**src/sv/iwae_pkg.sv**
```systemverilog
// shared codes, widths and types of the indexed word array engine
package iwae_pkg;

  localparam int IDX_W         = 10;
  localparam int DATA_W        = 64;
  localparam int POS_W         = 10;
  localparam int CNT_OUT_W     = 11;
  localparam int OP_W          = 3;
  localparam int ST_W          = 2;
  localparam int ACT_W         = 3;

  localparam int DEF_CAPACITY  = 1024;
  localparam int DEF_WORD_BITS = 64;
  localparam int QUEUE_DEPTH   = 2;

  localparam logic [OP_W-1:0] OP_APPEND = 3'd0;
  localparam logic [OP_W-1:0] OP_INSERT = 3'd1;
  localparam logic [OP_W-1:0] OP_READ   = 3'd2;
  localparam logic [OP_W-1:0] OP_XCHG   = 3'd3;
  localparam logic [OP_W-1:0] OP_POP    = 3'd4;
  localparam logic [OP_W-1:0] OP_CLEAR  = 3'd5;

  localparam logic [ST_W-1:0] ST_OK     = 2'd0;
  localparam logic [ST_W-1:0] ST_FULL   = 2'd1;
  localparam logic [ST_W-1:0] ST_RANGE  = 2'd2;
  localparam logic [ST_W-1:0] ST_RDONLY = 2'd3;

  // what the back end does with a queued job
  localparam logic [ACT_W-1:0] ACT_NONE  = 3'd0;
  localparam logic [ACT_W-1:0] ACT_PUT   = 3'd1;
  localparam logic [ACT_W-1:0] ACT_SHIFT = 3'd2;
  localparam logic [ACT_W-1:0] ACT_READ  = 3'd3;
  localparam logic [ACT_W-1:0] ACT_XCHG  = 3'd4;
  localparam logic [ACT_W-1:0] ACT_POP   = 3'd5;

  typedef struct packed {
    logic [ACT_W-1:0] action;
    logic [ST_W-1:0]  status;
  } job_ctl_t;

endpackage

```
**src/sv/iwae_front.sv**
```systemverilog
// front end: takes commands and config, checks them against the fill count, queues jobs
module iwae_front #(
  parameter int CAPACITY  = iwae_pkg::DEF_CAPACITY,
  parameter int WORD_BITS = iwae_pkg::DEF_WORD_BITS,
  parameter int AW        = $clog2(CAPACITY),
  parameter int CW        = $clog2(CAPACITY + 1)
) (
  input  logic                          clk,
  input  logic                          rst_n,
  input  logic                          start,
  input  logic                          q_full,
  input  logic [iwae_pkg::OP_W-1:0]     in_operation,
  input  logic [iwae_pkg::IDX_W-1:0]    in_index,
  input  logic [iwae_pkg::DATA_W-1:0]   in_data,
  input  logic                          cfg_valid,
  input  logic                          cfg_read_only,
  output logic                          cfg_ready,
  output logic                          busy,
  output logic                          push,
  output iwae_pkg::job_ctl_t            job_ctl,
  output logic [AW-1:0]                 job_addr,
  output logic [CW-1:0]                 job_cnt,
  output logic [WORD_BITS-1:0]          job_data
);

  localparam int CMPW = (CW > iwae_pkg::IDX_W) ? CW : iwae_pkg::IDX_W;

  logic [CW-1:0]   count_r, count_nxt;
  logic            read_only_r;
  logic [CMPW-1:0] idx_c, cnt_c, tgt_c;
  logic            full_c, empty_c;

  assign cfg_ready = 1'b1;
  assign busy      = q_full;
  assign push      = start && !q_full;

  assign idx_c   = CMPW'(in_index);
  assign cnt_c   = CMPW'(count_r);
  assign tgt_c   = (in_operation == iwae_pkg::OP_APPEND) ? cnt_c : idx_c;
  assign full_c  = (count_r == CW'(CAPACITY));
  assign empty_c = (count_r == '0);

  always_comb begin
    count_nxt      = count_r;
    job_ctl.action = iwae_pkg::ACT_NONE;
    job_ctl.status = iwae_pkg::ST_OK;
    job_addr       = '0;
    unique case (in_operation)
      iwae_pkg::OP_APPEND, iwae_pkg::OP_INSERT: begin
        if (read_only_r) begin
          job_ctl.status = iwae_pkg::ST_RDONLY;
        end else if (tgt_c > cnt_c) begin
          job_ctl.status = iwae_pkg::ST_RANGE;
        end else if (full_c) begin
          job_ctl.status = iwae_pkg::ST_FULL;
        end else begin
          count_nxt      = count_r + CW'(1);
          job_addr       = AW'(tgt_c);
          job_ctl.action = (tgt_c == cnt_c) ? iwae_pkg::ACT_PUT : iwae_pkg::ACT_SHIFT;
        end
      end
      iwae_pkg::OP_READ: begin
        if (idx_c >= cnt_c) begin
          job_ctl.status = iwae_pkg::ST_RANGE;
        end else begin
          job_addr       = AW'(idx_c);
          job_ctl.action = iwae_pkg::ACT_READ;
        end
      end
      iwae_pkg::OP_XCHG: begin
        if (read_only_r) begin
          job_ctl.status = iwae_pkg::ST_RDONLY;
        end else if (idx_c >= cnt_c) begin
          job_ctl.status = iwae_pkg::ST_RANGE;
        end else begin
          job_addr       = AW'(idx_c);
          job_ctl.action = iwae_pkg::ACT_XCHG;
        end
      end
      iwae_pkg::OP_POP: begin
        if (read_only_r) begin
          job_ctl.status = iwae_pkg::ST_RDONLY;
        end else if (empty_c) begin
          job_ctl.status = iwae_pkg::ST_RANGE;
        end else begin
          count_nxt      = count_r - CW'(1);
          job_addr       = AW'(count_nxt);
          job_ctl.action = iwae_pkg::ACT_POP;
        end
      end
      iwae_pkg::OP_CLEAR: begin
        if (empty_c) begin
          job_ctl.status = iwae_pkg::ST_RANGE;
        end else begin
          count_nxt = '0;
        end
      end
      default: begin
        job_ctl.status = iwae_pkg::ST_RANGE;
      end
    endcase
  end

  assign job_cnt  = count_nxt;
  assign job_data = in_data[WORD_BITS-1:0];

  always_ff @(posedge clk) begin
    if (!rst_n) begin
      count_r     <= '0;
      read_only_r <= 1'b0;
    end else begin
      if (push) begin
        count_r <= count_nxt;
      end
      if (cfg_valid) begin
        read_only_r <= cfg_read_only;
      end
    end
  end

endmodule

```
**config.mk**
```make
export PLATFORM = sky130hd
export DESIGN_NAME = iwae_front
export DESIGN_NICKNAME = d
export VERILOG_FILES = /design/src/sv/iwae_pkg.sv /design/src/sv/iwae_front.sv
export SDC_FILE = /design/constraint.sdc
export NUM_CORES = 1
export LEC_CHECK = 0
export BUFFER_PORTS_ARGS = -buffer_cell sky130_fd_sc_hd__buf_2
export CAP_MARGIN = 25
export CORE_ASPECT_RATIO = 1.75
export CORE_MARGIN = 3
export CORE_UTILIZATION = 40
export DETAILED_ROUTE_END_ITERATION = 12
export PLACE_DENSITY = 0.82
export SETUP_SLACK_MARGIN = 0.2
export SLEW_MARGIN = 20
export SYNTH_ARGS = -nofsm -noshare
export SYNTH_HDL_FRONTEND = slang
export SYNTH_SLANG_ARGS = --single-unit
```
**constraint.sdc**
```tcl
create_clock -name clk -period 3.68 [get_ports clk]
set_input_delay 0 -clock clk [delete_from_list [all_inputs] [get_ports clk]]
set_output_delay 0 -clock clk [all_outputs]
set_load 0.05 [all_outputs]
```
* After elaboration in Yosys (flattened, before gate mapping) *
Index checks and enable logic that the tools add are counted.
W data, S select, Z words.

storage, ports and cells
  output and inout port bits = 93
  register bits = 12
  input bits = 83

cells by class
  muxes and demuxes = 34
  reduce and logical (&&, ||, !) cells = 5
  magnitude comparators = 2
  eq/ne operators = 7
  add/sub/neg operators = 2

operators with widths
  cell                     count
  $mux W11                 7
  $mux W10                 7
  $pmux W10 S4             1
  $pmux W11 S3             1
  $mux W2                  10
  $mux W3                  5
  $pmux W3 S4              1
  $add A11 B1 Y11 const B  1
  $eq A11 B11 Y1           1
  $eq A11 B11 Y1 const B   1
  $ge A10 B11 Y1           1
  $gt A11 B11 Y1           1
  $logic_not A11 Y1        1
  $sub A11 B1 Y11 const B  1
  $pmux W2 S5              1
  $eq A3 B2 Y1 const B     2
  $eq A3 B3 Y1 const B     2
  $eq A3 B1 Y1 const B     1
  $logic_not A3 Y1         1
  $reduce_or A2 Y1         1
  $logic_and A1 B1 Y1      1
  $logic_not A1 Y1         1
  $mux W1                  1

* Depth between registers and ports, before layout *
  depth after elaboration = 8
  gate-level depth with buffers = 15
  depth with buffers taken out = 11

* Worst setup path after synthesis *
OpenSTA, ideal clock, no wires.

  path kind = input to output
  from = input in_operation[2] (netlist name)
  to = output job_cnt[10]
  required time = 3.680 ns
  cell stages on the path = 14
  path buffers = 3
  arrival = 3.622 ns
  setup slack = 0.058 ns
  cell sequence = clkbuf_1 -> nor3_2 -> clkbuf_1 -> nor2_1 -> a21oi_1 -> inv_1 -> ha_1 -> a21oi_1 -> a21oi_1 -> nor4b_4 -> or2_0 -> clkbuf_1 -> nand3_1 -> o31ai_1

on the way
  cells in the longest elaborated chain, start to end = 6
  elaborated cells on any way between the ends = 10
  those cells by class = order compare (1); eq/ne (3); mux (4); reduce/logical (2)

RTL lines
  item                RTL line                            text
  start: declaration  iwae_front.sv:12                    input logic [iwae_pkg::OP_W-1:0] in_operation,
  $logic_not A3 Y1    iwae_front.sv:39, iwae_front.sv:48
  $mux W11            iwae_front.sv:39                    assign tgt_c = (in_operation == iwae_pkg::OP_APPEND) ? cnt_c : idx_c;
  $gt A11 B11 Y1      iwae_front.sv:52                    end else if (tgt_c > cnt_c) begin
  $mux W11            iwae_front.sv:52
  $mux W11            iwae_front.sv:50                    if (read_only_r) begin
  $pmux W11 S3 (*)    iwae_front.sv:48                    unique case (in_operation)
  end: declaration    iwae_front.sv:22                    output logic [CW-1:0] job_cnt,

Every way passes the cells marked *; elsewhere a longest branch is shown, timed or not.

* Worst setup path after layout *
  from = register count_r[7], in the netlist cnt_c[7]
  to = output job_cnt[1]

on the way
  cells in the longest elaborated chain, start to end = 5
  elaborated cells on any way between the ends = 11
  those cells by class = order compare (1); eq/ne (1); mux (8); reduce/logical (1)

RTL lines
  item                                        RTL line                            text
  start: declaration                          iwae_front.sv:28                    logic [CW-1:0] count_r, count_nxt;
  start signal: assignment                    iwae_front.sv:113                   count_r <= count_nxt;
  $mux W11 or $eq A11 B11 Y1 (tied branches)  iwae_front.sv:39, iwae_front.sv:40
  $gt A11 B11 Y1 or $mux W11 (tied branches)  iwae_front.sv:52, iwae_front.sv:54
  $mux W11                                    iwae_front.sv:52
  $mux W11                                    iwae_front.sv:50
  $pmux W11 S3 (*)                            iwae_front.sv:48

Marks and branches as above.

==> summary.txt <==
Layout
  – Commonest non-fill, non-tap cell in the layout: buf_2
  – Fraction of final layout cells sized beyond drive strength 1: 0.2065
  – Number of nets in the layout: 510
  – Layout area overhead: -2.441%
  – Most frequent cells in the layout: buf_2 (46), nand2_1 (35), nor2_1 (29)
  – Diodes inserted: 0
  – Number of fill cells: 769

GRT
  – Global-route wire length before repair: 16.55 mm
  – Vias in the first global route: 3286
  – Gr ovfl total: 0
  – GR Util All Layers: 0.2464
  – Pin count of the biggest net entering global routing: 22
  – Initial antenna violation count: 0

Worst setup path
  – Setup crit start: cnt_c[7]$_SDFFE_PN0P_
  – Critical R2R Launch: cnt_c[2]$_SDFFE_PN0P_
  – Worst-path maximum fanout: 11
  – Startpoint Class: register
  – WS Path Type: reg -> out
  – Worst EP required: 3.68 ns
  – Crit path capture type: output pin
  – WP data arrival: 3.34 ns
  – Reg2Reg Setup Slack: 0.72 ns

Synthesis
  – Register area share after synthesis: 0.08081
  – Syn Area/Cell: 6.930 µm²
  – Distinct cells, synth: 66
  – Yosys reg bits: 12
  – Post-synthesis cell count: 429
  – Synth area leader: buf_4
  – Async SR Flop Fraction: 0
  – Ys flop type: dfxtp_1
  – Syn Nets: 536
  – Post-synth EDFFs: 0
  – Top cells by area, synth: buf_4 (17%), ha_1 (10%), dfxtp_1 (8.1%)
  – Yosys top cell area share: 0.1667
  – YS warnings: 0
  – Mapped Area: 0.002973 mm²

STA
  – Crit share post-route: 0.9085
  – Clock skew: 0.002443 ns
  – Fmax: 299.1 MHz
  – Slew Viols, Final: 0
  – Period minus WS final: 3.343 ns
  – Final Hold Fails: 0
  – Unrepaired setup endpoints after global routing: true
  – Fin Hold WS: 0.00001398 ns
  – Slew @ Worst Pin: 0.7599 ns
  – Setup TNS: 0 ns
  – # setup viols final: 0
  – Slew margin rel.: 0.4880

Route
  – Routed WL per cell: 21.59 µm
  – DRT Wirelength: 10.53 mm
  – Via density: 6.723
  – DRT Pass-1 Iters: 6
  – Vias: 3281
  – # DRC: 0
  – DRT antenna net count: 0
  – 1st-iter DRT viols: 403

Die
  – Chip Height: 120.0 µm
  – Die Wd: 71.17 µm
  – IO Pins: 176
  – Row cnt: 41
  – Core ar.: 0.007233 mm²
  – Initial cell density of the core: 0.4110
  – Die ar.: 0.008544 mm²

Clock tree
  – Clk slew on worst S/H paths: 0.05 ns
  – Num CTS Buffers: 3
  – Worst skew pair latency: 0.25 ns
  – CTS tree: done
  – Clk buf depth: 2
  – Root Driver: clkbuf_16
  – CTS sink cnt: 12
  – H-Tree Depth: 1

Power and ir drop
  – Sw Share: 0.4025
  – Int Pwr: 0.3782 mW
  – Worst IR Drop VDD: 0.1620 mV
  – Leak: 1.210 nW
  – Power per Cell Area: 218.2 mW/mm²
  – NetSw: 0.2547 mW
  – Clk pwr share: 0.364
  – Sequential share of power: 0.215
  – Gate power share: 0.421

Run status
  – Status: finished, final reports clean

Placement
  – Placer Congestion: 1.065
  – Dpl hpwl: 8.340 mm
  – Port buffer count: 46

Worst hold path
  – Hold crit path type: in -> out
  – Start point of the worst min-delay path: in_data[18]

Job
  – Max cap viols: 0
[per-stage QoR]
step	power [mW]	area [µm²]	setup WS, ns	instances	utilization
after floorplan	0.5129	2978	0.4089	429	-
final	0.6329	2900	0.3367	488	0.4010
after CTS	0.6321	2884	0.2097	486	0.3987
after global routing	0.6587	2900	0.1872	488	0.4010
after detailed placement	0.3969	2795	0.3948	482	0.3864
after global placement	0.3924	2795	0.5498	482	0.3864
[final timing paths]
kind	end	cells past startpoint
setup / recovery	job_cnt[1]	10
hold / removal	job_data[18]	0
setup reg to reg	cnt_c[6]$_SDFFE_PN0P_	9
hold reg to reg	cnt_c[8]$_SDFFE_PN0P_	2
[critical path, cell delays in order (launching register included)]
cell       delay, ns
dfxtp_1         0.55
inv_1           0.26
ha_1            0.36
and3_1          0.16
a211oi_1        0.28
o31a_1          0.29
buf_4           0.18
or2_1           0.31
a31oi_1         0.15
o2bb2ai_1       0.24
buf_2           0.31
[power by group through the flow]
stage | combinational, mW | sequential, mW | clock, mW
2_1_floorplan | 0.378 | 0.135 | 0
3_3_place_gp | 0.255 | 0.138 | 0
3_5_place_dp | 0.259 | 0.138 | 0
4_1_cts | 0.260 | 0.136 | 0.237
5_1_grt | 0.285 | 0.136 | 0.238
6_report | 0.267 | 0.136 | 0.230
[registers in the layout, summed over array words and instances (netlist names)]
register     count
cnt_c           11
read_only_r      1
[logic make-up (layout without fill, tap and decap cells)]
group / count (synthesis) / after routing / synth area share
adders and majority gates: 24 / 24 / 0.1010
and+or+nand+nor: 136 / 136 / 0.2416
xor gates and xnor gates: 7 / 7 / 0.02062
DFF: 12 / 12 / 0.08081
buffers and inverters: 123 / 96 / 0.2483
AOI/OAI and AO/OA: 121 / 121 / 0.2891
other: 1 / 1 / 0.001261
muxes: 5 / 5 / 0.01726
[cell type report]
class                           instances  area [µm²]  share of cell area
Inverter                               30       112.6             0.03883
Tap cell                               86       107.6             0.03710
Multi-Input combinational cell        294        1999              0.6894
Timing Repair Buffer                   62       350.3              0.1208
Clock buffer                            4       88.84             0.03063
Sequential cell                        12       241.5             0.08326
[synth_stat cells (6+ instances only)]
library cell,n
a21oi_1,23
a31oi_1,7
buf_4,66
clkbuf_1,19
dfxtp_1,12
ha_1,24
inv_1,28
nand2_1,35
nand2b_1,7
nand3_1,13
nand4_1,6
nor2_1,29
nor3_1,14
o211ai_1,9
o21ai_0,22
o221ai_1,12
xnor2_1,7
[routing by layer]
layer	global-route usage	vias to the layer above	part of all wire
met3	0.01844	130	0.086
met1	0.2371	1460	0.31
li1	-	1435	-
met5	0	-	0
met2	0.4188	256	0.47
met4	0.2800	0	0.14
[repair_timing]
action | in CTS | in global routing
setup buffers | 0 | 2
hold buffers | 0 | 0
gates resized for setup | 0 | 2
setup endpoints to repair | 0 | 12
Note: power is estimated with default switching activity, not from simulation.
