`src/sv/iwae_pkg.sv`:
```
// shared codes, widths and types of the indexed word array engine
package iwae_pkg;

  localparam int IDX_W         = 10;
  localparam int DATA_W        = 64;
  localparam int POS_W         = 10;
  localparam int CNT_OUT_W     = 11;
  localparam int OP_W          = 3;
  localparam int ST_W          = 2;
  localparam int ACT_W         = 3;

  localparam int DEF_CAPACITY  = 1024;
  localparam int DEF_WORD_BITS = 64;
  localparam int QUEUE_DEPTH   = 2;

  localparam logic [OP_W-1:0] OP_APPEND = 3'd0;
  localparam logic [OP_W-1:0] OP_INSERT = 3'd1;
  localparam logic [OP_W-1:0] OP_READ   = 3'd2;
  localparam logic [OP_W-1:0] OP_XCHG   = 3'd3;
  localparam logic [OP_W-1:0] OP_POP    = 3'd4;
  localparam logic [OP_W-1:0] OP_CLEAR  = 3'd5;

  localparam logic [ST_W-1:0] ST_OK     = 2'd0;
  localparam logic [ST_W-1:0] ST_FULL   = 2'd1;
  localparam logic [ST_W-1:0] ST_RANGE  = 2'd2;
  localparam logic [ST_W-1:0] ST_RDONLY = 2'd3;

  // what the back end does with a queued job
  localparam logic [ACT_W-1:0] ACT_NONE  = 3'd0;
  localparam logic [ACT_W-1:0] ACT_PUT   = 3'd1;
  localparam logic [ACT_W-1:0] ACT_SHIFT = 3'd2;
  localparam logic [ACT_W-1:0] ACT_READ  = 3'd3;
  localparam logic [ACT_W-1:0] ACT_XCHG  = 3'd4;
  localparam logic [ACT_W-1:0] ACT_POP   = 3'd5;

  typedef struct packed {
    logic [ACT_W-1:0] action;
    logic [ST_W-1:0]  status;
  } job_ctl_t;

endpackage

```
`src/sv/iwae_queue.sv`:
```
// short job queue between front and back end
module iwae_queue #(
  parameter int WIDTH = 8
) (
  input  logic             clk,
  input  logic             rst_n,
  input  logic             push,
  input  logic [WIDTH-1:0] push_data,
  input  logic             pop,
  output logic             head_valid,
  output logic [WIDTH-1:0] head_data,
  output logic             full
);

  localparam int DEPTH = iwae_pkg::QUEUE_DEPTH;
  localparam int PW    = (DEPTH > 1) ? $clog2(DEPTH) : 1;
  localparam int LW    = $clog2(DEPTH + 1);

  logic [WIDTH-1:0] slot_r [DEPTH];
  logic [PW-1:0]    wr_ptr_r, rd_ptr_r;
  logic [LW-1:0]    level_r;

  assign head_valid = (level_r != '0);
  assign full       = (level_r == LW'(DEPTH));
  assign head_data  = slot_r[rd_ptr_r];

  always_ff @(posedge clk) begin
    if (push) begin
      slot_r[wr_ptr_r] <= push_data;
    end
  end

  always_ff @(posedge clk) begin
    if (!rst_n) begin
      wr_ptr_r <= '0;
      rd_ptr_r <= '0;
      level_r  <= '0;
    end else begin
      if (push) begin
        wr_ptr_r <= (wr_ptr_r == PW'(DEPTH - 1)) ? '0 : wr_ptr_r + PW'(1);
      end
      if (pop) begin
        rd_ptr_r <= (rd_ptr_r == PW'(DEPTH - 1)) ? '0 : rd_ptr_r + PW'(1);
      end
      if (push && !pop) begin
        level_r <= level_r + LW'(1);
      end else if (pop && !push) begin
        level_r <= level_r - LW'(1);
      end
    end
  end

endmodule

```
`config.mk`:
```
export PLATFORM = sky130hd
export DESIGN_NAME = iwae_queue
export DESIGN_NICKNAME = d
export VERILOG_FILES = /design/src/sv/iwae_pkg.sv /design/src/sv/iwae_queue.sv
export SDC_FILE = /design/constraint.sdc
export NUM_CORES = 1
export LEC_CHECK = 0
export BUFFER_PORTS_ARGS = -buffer_cell sky130_fd_sc_hd__buf_2
export CORE_AREA = 8 8 49 51
export DETAILED_ROUTE_END_ITERATION = 7
export DIE_AREA = 0 0 57 59
export PLACE_DENSITY_LB_ADDON = 0.05
export SLEW_MARGIN = 0
export SYNTH_ARGS = -nofsm -noshare
export SYNTH_HDL_FRONTEND = slang
export SYNTH_SLANG_ARGS = --single-unit
```
`constraint.sdc`:
```
create_clock -name clk -period 3.3 [get_ports clk]
set_input_delay 0.33 -clock clk [delete_from_list [all_inputs] [get_ports clk]]
set_output_delay 0.33 -clock clk [all_outputs]
set_load 0.02 [all_outputs]
```
; Word level (Yosys, flattened, before mapping)
; Memory sizes are Yosys's and may differ from the RTL's. A register that Yosys moved wholly into a read port is not among the register bits.
; Cells that the tools add are included.
[totals]
register_bits = 4
ram_bits = 16
output_inout_bits = 10
wordCells = 23
n_memories = 1
[mem_list]
columns = name, words, word_bits, read_ports, rd_clocked_by_memory_dff, write_ports, line_no
row1 = slot_r, 2, 8, 1, 1, 1, iwae_queue.sv:19  ; logic [WIDTH-1:0] slot_r [DEPTH];
[op_classes]
n_addsub = 4
n_eq_ne = 1
mux = 8
n_reduce_logical = 6
[op_table]
columns = operator, n
row1 = $mux 1, 6
row2 = $mux 2, 2
row3 = $reduce_bool 2->1, 2
row4 = $add 1x1->1 const B, 2
row5 = $add 2x1->2 const B, 1
row6 = $eq 2x2->1 const B, 1
row7 = $logic_and 1x1->1, 2
row8 = $logic_not 1->1, 2
row9 = $sub 2x1->2 const B, 1

; Logic depth before layout (Yosys ltp)
; Gate-level depths: netlist of the first run.
[logic_depth]
depth_word = 4
depth_mapped = 5
ltp_nobuf = 5

; Worst setup path before layout of the first run
; OpenSTA, ideal clock, no wires.
[synth_timing]
path_kind = register -> output
startpoint = register with a tool-made name
endpoint = output head_data[0]
arrival_ns = 0.853
required_time_ns = 2.970
setup_slack_ns = 2.117
stages_incl_launch_ff = 3
cell_sequence = dfxtp_1 buf_2 mux2_2
[synth_rtl]
columns = item, line_no
row1 = end: declaration, iwae_queue.sv:11  ; output logic [WIDTH-1:0] head_data,

==> results of run 1 <==
==> path summary, 6_finish.rpt <==
kind	startpoint	to	slack [ns]	depth (start not counted)
max	flip-flop	head_data[4]	1.60	2
min	push_data[2]	slot_r[1][2]	0.22	1
max reg2reg	wr_ptr_r	slot_r[0][3]	2.02	1
min reg2reg	level_r[1]	level_r[1]	0.51	2
==> power breakdown <==
group	total (mW)	switching, mW	internal, mW
Clock	0.116	0.0688	0.0470
Combinational	0.0792	0.0416	0.0376
Sequential	0.313	0.0102	0.303
Total	0.508	0.121	0.387
==> cell type report <==
class                           count  area, sq um
Fill cell                         141          707
Clock buffer                        4         26.3
Tap cell                           17         21.3
Timing Repair Buffer               21          105
Sequential cell                    21          581
Multi-Input combinational cell     24          208
Inverter                            1         3.75
==> flip-flops by register name, summed over array words and instances (netlist names), named ones only <==
signal and cells:
wr_ptr_r 1, rd_ptr_r 1, slot_r 16, level_r 2
==> through the flow <==
stage | total power [mW] | cell area [sq um] | setup slack [ns]
after floorplan | 0.371 | 797 | 2.12
after global placement | 0.398 | 918 | 1.93
after detailed placement | 0.400 | 918 | 1.85
after CTS | 0.518 | 945 | 1.55
after global routing | 0.536 | 945 | 1.51
final | 0.508 | 945 | 1.60
==> per-layer routing <==
layer	vias up	routed length, microns	GRT usage [%]
met3	0	97	4.94
met1	205	539	8.51
li1	219	-	-
met2	12	599	13.0
met5	-	0	0
met4	0	0	4.03
==> worst max-delay path: cells and delay by family, from the launching register on <==
family,cells,cell delay [ns]
flops,1,0.54
mux,1,0.38
buf+inv,1,0.16
==> logic make-up (layout without fill, tap and decap cells) <==
| logic type | after synthesis | after routing | share of synthesized area (%) |
|---|---|---|---|
| DFF | 21 | 21 | 72.8 |
| xor gates and xnor gates | 3 | 3 | 3.30 |
| and+or+nand+nor | 9 | 9 | 7.38 |
| muxes | 8 | 8 | 11.3 |
| AOI/OAI and AO/OA | 3 | 3 | 2.51 |
| buffers and inverters | 2 | 26 | 1.10 |
| adders and majority gates | 1 | 1 | 1.57 |
==> synthesized netlist by cell type <==
master,count
edfxtp_1,16
mux2_2,8
dfxtp_1,5
and2_1,4
nor2b_1,2
xor2_1,2
a21boi_1,1
and2b_2,1
buf_2,1
ha_1,1
inv_1,1
o21a_1,1
o21ai_0,1
or2_2,1
or3_1,1
xnor2_1,1
==> impl_metrics.ini, run 1 <==
[outcome]
status = finished, final reports clean

[logic_synthesis]
yosys-top-cells-area = edfxtp_1, dfxtp_1, mux2_2
syn_inst = 47
synth.cell_area_sq_um = 797
yosys.area.top_type = edfxtp_1
synthDistinctLibCells = 16
yosysSeqAreaShare_pct = 72.8
synth.top_cell.area_share_pct = 60.3
syn_avg_cell_area_sq_um = 17.0
synthesis.nets = 60
ys_ff_latch = 21
ys_warn_count = 0

[timing]
tns_ns = 0
slew_headroom_pct = 50.1
rsz0062_at_grt = no
fin_hold_ws_ns = 0.219
min_period_ns = 1.70
drv_slew = 0
setup_viol = 0
fin_crit_sh_pct = 51.5
hold_viol = 0
finClkSkew_ns = 0.00181
tightest_slew_ns = 0.747
fmax_mhz = 588

[finish]
diodes = 0
instances_no_fill = 88
syn_to_final_growth_pct = 18.5
final_common_cell = buf_2
fin_util_pct = 57.2
finalNetCount = 85
drive_gt1_share_pct = 47.9
final_cell_mix = buf_2, edfxtp_1, mux2_2, dfxtp_1, and2_1

[clock_network]
path_clk_slew_ns = 0.10
root_buffer = clkbuf_4
cts_tree = done
cts.hold.buffers_added = 0
numCtsBuffers = 3
cts.path.max_buffers = 2
htree_num_levels = 1
clk_latency_ns = 0.29
cts_setup_buffers = 0
cts-resized-gates = 0
clock_sinks = 21

[floorplan]
dieWidth_microns = 57
die_area_sq_mm = 0.00336
rows = 15
start_util_pct = 48.3
core_sq_mm = 0.00165
io_pins = 22
fp.dieH_microns = 59

[global_routing]
overflow = 0
grt_pass1_vias = 490
grt_max_degree = 12
grt_pass1_wl_microns = 2170
grtUsageTotal_pct = 8.25
antenna_found_initial = 0

[route]
drc = 0
ant_nets = 0
detail_route.first_pass.iterations = 2
wire_per_inst_microns = 14.0
vias = 436
vias_per_cell = 4.95
drt-total-wl_microns = 1240
drt_iter0_markers = 3

[pwr]
powerDensity_mw_per_mm2 = 538
p_leak_nw = 0.381
peakVddDrop_v = 0.000214

[worst_setup_path]
cp.required_ns = 2.97
cp.arrival_ns = 1.37
critPathKind = flip-flop to primary output
cp_slowest_cell = dfxtp_1
crit_fanout = 8
cpPeakStageDelay_ns = 0.54
cp-end-kind = primary output
crit_path_cell_trace = mux2_2, buf_2
start_kind = flip-flop

[placed_design]
place.gp.congestion = 0.664
port_buffers = 21
placed_cells = 84
place_hpwl_microns = 956

[flow_run]
maxCapViolCount = 0

[min_path]
hp-class = input pin to flip-flop
Power figures use the tool's default switching activity.
==> run 2: changes to the inputs <==
CORE_AREA = 8 8 52 54   (was 8 8 49 51)
DIE_AREA = 0 0 60 62   (was 0 0 57 59)
clock period = 1.42 ns   (was 3.3 ns; I/O delays follow)
==> run 2 against run 1 <==
  * Setup slack got worse by 1.5 ns
  * Design area is 3.4% higher
  * Cell count increased by 13%
  * Highest routed layer unchanged
==> impl_metrics.ini, run 2 (synthesis results as in run 1) <==
[route]
wire_per_inst_microns = 12.1
vias_per_cell = 4.38
drc = 0
detail_route.first_pass.iterations = 4
drt-total-wl_microns = 1200
ant_nets = 0
vias = 434
drt_iter0_markers = 15

[floorplan]
io_pins = 22
fp.dieH_microns = 62
core_sq_mm = 0.00190
rows = 16
start_util_pct = 41.9
die_area_sq_mm = 0.00372
dieWidth_microns = 60

[placed_design]
dpl_cell_area_sq_um = 938
port_buffers = 21
place_ws_ns = 0.207
place_hpwl_microns = 905
placed_cells = 95
place.gp.congestion = 0.630

[finish]
largest_reg_flops = 16
final_cell_mix = buf_2, edfxtp_1, mux2_2
fin_util_pct = 51.4
finalNetCount = 86
drive_gt1_share_pct = 51.4
top_regs = slot_r: 16 flops, level_r: 2 flops
syn_to_final_growth_pct = 22.6
final_common_cell = buf_2
fin_area_sq_um = 977
diodes = 0
top_register = slot_r
instances_no_fill = 99

[timing]
slew_headroom_pct = 74.4
hold_viol = 0
drv_slew = 0
fin_hold_ws_ns = 0.0298
setup_viol = 0
setup_slack_ns = 0.0641
finClkSkew_ns = 0.00386
min_period_ns = 1.36
rsz0062_at_grt = yes
fmax_mhz = 738
fin_crit_sh_pct = 95.5
tightest_slew_ns = 0.383

[pwr]
p_leak_nw = 0.392
peakVddDrop_v = 0.000698
powerDensity_mw_per_mm2 = 1210

[clock_network]
numCtsBuffers = 3
clk_latency_ns = 0.29
path_clk_slew_ns = 0.11
root_buffer = clkbuf_4
clock_sinks = 21
htree_num_levels = 1
cts.path.max_buffers = 2
cts-resized-gates = 2
cts.hold.buffers_added = 0
cts_setup_buffers = 0
cts_tree = done

[worst_setup_path]
cpPeakStageDelay_ns = 0.42
cp.required_ns = 1.28
cp.arrival_ns = 1.21
cp-end-kind = primary output
crit_path_cell_trace = mux2_2, buf_4
critPathKind = flip-flop to primary output
cp_slowest_cell = dfxtp_4
start_kind = flip-flop
crit_fanout = 8

[global_routing]
antenna_found_initial = 0
grt_pass1_wl_microns = 1970
overflow = 0
grtUsageTotal_pct = 7.38
grt_pass1_vias = 421
grt_max_degree = 13

[min_path]
hp-class = input pin to flip-flop

[flow_run]
maxCapViolCount = 0

[outcome]
status = finished, final reports clean
run 2: changes by cell type in the layout (fill, tap and decap cells not counted), sizes merged:
cell / change
buf: +1
clkbuf: -1
clkinv: +1
run 2: area by class of cell:
class	instances	area, sq um
timing repair buffer	22	120
multi-input combinational	24	208
inverter	1	3.75
tap	27	33.8
sequential	21	584
clock buffer	3	22.5
clock inverter	1	5.00
fill	171	925
run 2: through the flow:
step / setup TNS [ns] / total power [mW]
after floorplan: 0 / 0.863
after global placement: 0 / 0.929
after detailed placement: 0 / 0.931
after CTS: 0 / 1.21
after global routing: -0.00364 / 1.25
final: 0 / 1.18
run 2: path summary, 6_finish.rpt:
kind                              startpoint      endpoint  slack, ns  depth (start not counted)
worst max register to register      wr_ptr_r  slot_r[1][7]       0.38                          1
worst min register to register    level_r[1]    level_r[1]       0.51                          2
worst min-delay path            push_data[5]  slot_r[0][5]       0.03                          1
worst max-delay path               flip-flop  head_data[5]       0.06                          2
run 2: metal layers:
layer / GRT usage (%) / routed length (microns) / up-vias
met5: 0 / 0 / -
met4: 4.08 / 0 / 0
met3: 3.50 / 63 / 0
met2: 11.5 / 596 / 12
met1: 8.15 / 539 / 204
li1: - / - / 218
run 2: critical path, delay by kind of cell (launching register included):
family | cells | cell delay, ns
buffers and inverters | 1 | 0.16
DFF | 1 | 0.42
muxes | 1 | 0.35
run 2: power breakdown:
part	internal [mW]	switching, mW	leakage [nW]
combinational	0.0949	0.0974	0.182
clock	0.105	0.162	0.0177
sequential	0.703	0.0224	0.192
total	0.903	0.282	0.392
==> run 3: changes to the inputs <==
PLACE_DENSITY = 0.75   (was not set)
PLACE_DENSITY_LB_ADDON = not set   (was 0.05)
==> run 3 against run 2 <==
  * Register-to-register slack lost 0.02 ns
  * First-iteration DRC count shrank 100%
  * Global-route usage up 0.40 points
  * Via count grew 2.1%
  * Cell count did not move
  * Design area fell by 0.51%
  * Setup slack worse by 0.018 ns
  * Sequential cell count is the same
  * Sequential share of layout area up 0.31 points
  * Critical path depth is the same
  * Total power grew 0.19%
  * Clock-buffer cell count is the same
  * Largest power group unchanged
==> impl_metrics.ini, run 3 (synthesis results as in run 1) <==
[finish]
final_cell_mix = buf_2, edfxtp_1, mux2_2, and2_1, dfxtp_1
final_common_cell = buf_2
diodes = 0
drive_gt1_share_pct = 51.4
syn_to_final_growth_pct = 22.0
top_register = slot_r
fin_area_sq_um = 972
finalNetCount = 86
largest_reg_flops = 16
top_regs = slot_r: 16 flops, level_r: 2 flops

[timing]
hold_viol = 0
rsz0062_at_grt = yes
fmax_mhz = 728
min_period_ns = 1.37
slew_headroom_pct = 74.6
finClkSkew_ns = 0.0102
setup_viol = 0
fin_crit_sh_pct = 96.7
drv_slew = 0
tightest_slew_ns = 0.381

[worst_setup_path]
crit_path_cell_trace = mux2_2, buf_4
path_delay_family = flip-flops
start_kind = flip-flop
path_buf_inv = 1
cp_slowest_cell = dfxtp_4
crit_fanout = 8
cpPeakStageDelay_ns = 0.43
cp-end-kind = primary output
critPathKind = flip-flop to primary output
cp.required_ns = 1.28
cp.arrival_ns = 1.23

[floorplan]
core_sq_mm = 0.00190
start_util_pct = 41.9
die_area_sq_mm = 0.00372
fp.dieH_microns = 62
rows = 16
dieWidth_microns = 60
io_pins = 22

[route]
vias_per_cell = 4.47
vias = 443
drc = 0
ant_nets = 0
drt_iter0_markers = 0
drt-total-wl_microns = 1250
detail_route.first_pass.iterations = 1
wire_per_inst_microns = 12.6

[global_routing]
antenna_found_initial = 0
overflow = 0
grt_pass1_vias = 469
grt_max_degree = 13
grt_pass1_wl_microns = 2060
grtUsageTotal_pct = 7.78

[clock_network]
cts_setup_buffers = 0
cts.path.max_buffers = 2
clk_latency_ns = 0.30
numCtsBuffers = 3
htree_num_levels = 1
cts.hold.buffers_added = 0
path_clk_slew_ns = 0.11
cts_tree = done
root_buffer = clkbuf_4
clock_sinks = 21

[pwr]
finalPower_mw = 1.19
p_leak_nw = 0.390
peakVddDrop_v = 0.000587
powerDensity_mw_per_mm2 = 1220

[placed_design]
dpl_cell_area_sq_um = 938
place.gp.congestion = 0.653
place_hpwl_microns = 937
port_buffers = 21

[min_path]
hp-class = input pin to flip-flop

[flow_run]
maxCapViolCount = 0

[outcome]
status = finished, final reports clean
==> run 3: repair_timing <==
| item | 4_1_cts | 5_1_grt |
|---|---|---|
| endpoints found under the setup margin | 8 | 3 |
| endpoints found under the hold margin | 0 | 0 |
| resized for setup | 2 | 1 |
| gates cloned | 0 | 0 |
==> run 3: worst paths after layout <==
path | start | to | slack (ns) | depth (start not counted)
worst min-delay path | push_data[5] | slot_r[0][5] | 0.02 | 1
worst min register to register | level_r[1] | level_r[1] | 0.51 | 2
worst max register to register | wr_ptr_r | slot_r[1][6] | 0.36 | 1
worst max-delay path | flip-flop | head_data[4] | 0.05 | 2
==> run 3: area by class of cell <==
cell class | instances | area, sq um
timing repair buffer | 22 | 115
multi-input combinational | 24 | 208
sequential | 21 | 584
tap | 27 | 33.8
clock inverter | 1 | 5.00
fill | 173 | 930
inverter | 1 | 3.75
clock buffer | 3 | 22.5
==> run 3: metal layers <==
metal / vias to the layer above / GRT usage (%) / share of wire [%]
li1: 218 / - / -
met1: 203 / 7.44 / 39
met2: 18 / 12.9 / 48
met3: 4 / 4.12 / 11
met4: 0 / 5.10 / 2.2
met5: - / 0 / 0
==> run 3: report_power, final <==
group / leakage [nW] / switching (mW) / internal (mW)
Clock: 0.0177 / 0.166 / 0.105
Combinational: 0.180 / 0.0979 / 0.0917
Sequential: 0.192 / 0.0237 / 0.703
==> run 3: per-stage QoR <==
| step | setup WS [ns] | setup TNS, ns | hold slack [ns] | utilization (%) | cells |
|---|---|---|---|---|---|
| 2_1_floorplan | 0.316 | 0 | 0.241 | - | 47 |
| 3_3_place_gp | 0.218 | 0 | 0.331 | 49.3 | 95 |
| 3_5_place_dp | 0.194 | 0 | 0.335 | 49.3 | 95 |
| 4_1_cts | 0.0273 | 0 | 0.0192 | 51.0 | 99 |
| 5_1_grt | -0.00808 | -0.0182 | 0.00366 | 51.1 | 99 |
| 6_report | 0.0463 | 0 | 0.0250 | 51.1 | 99 |
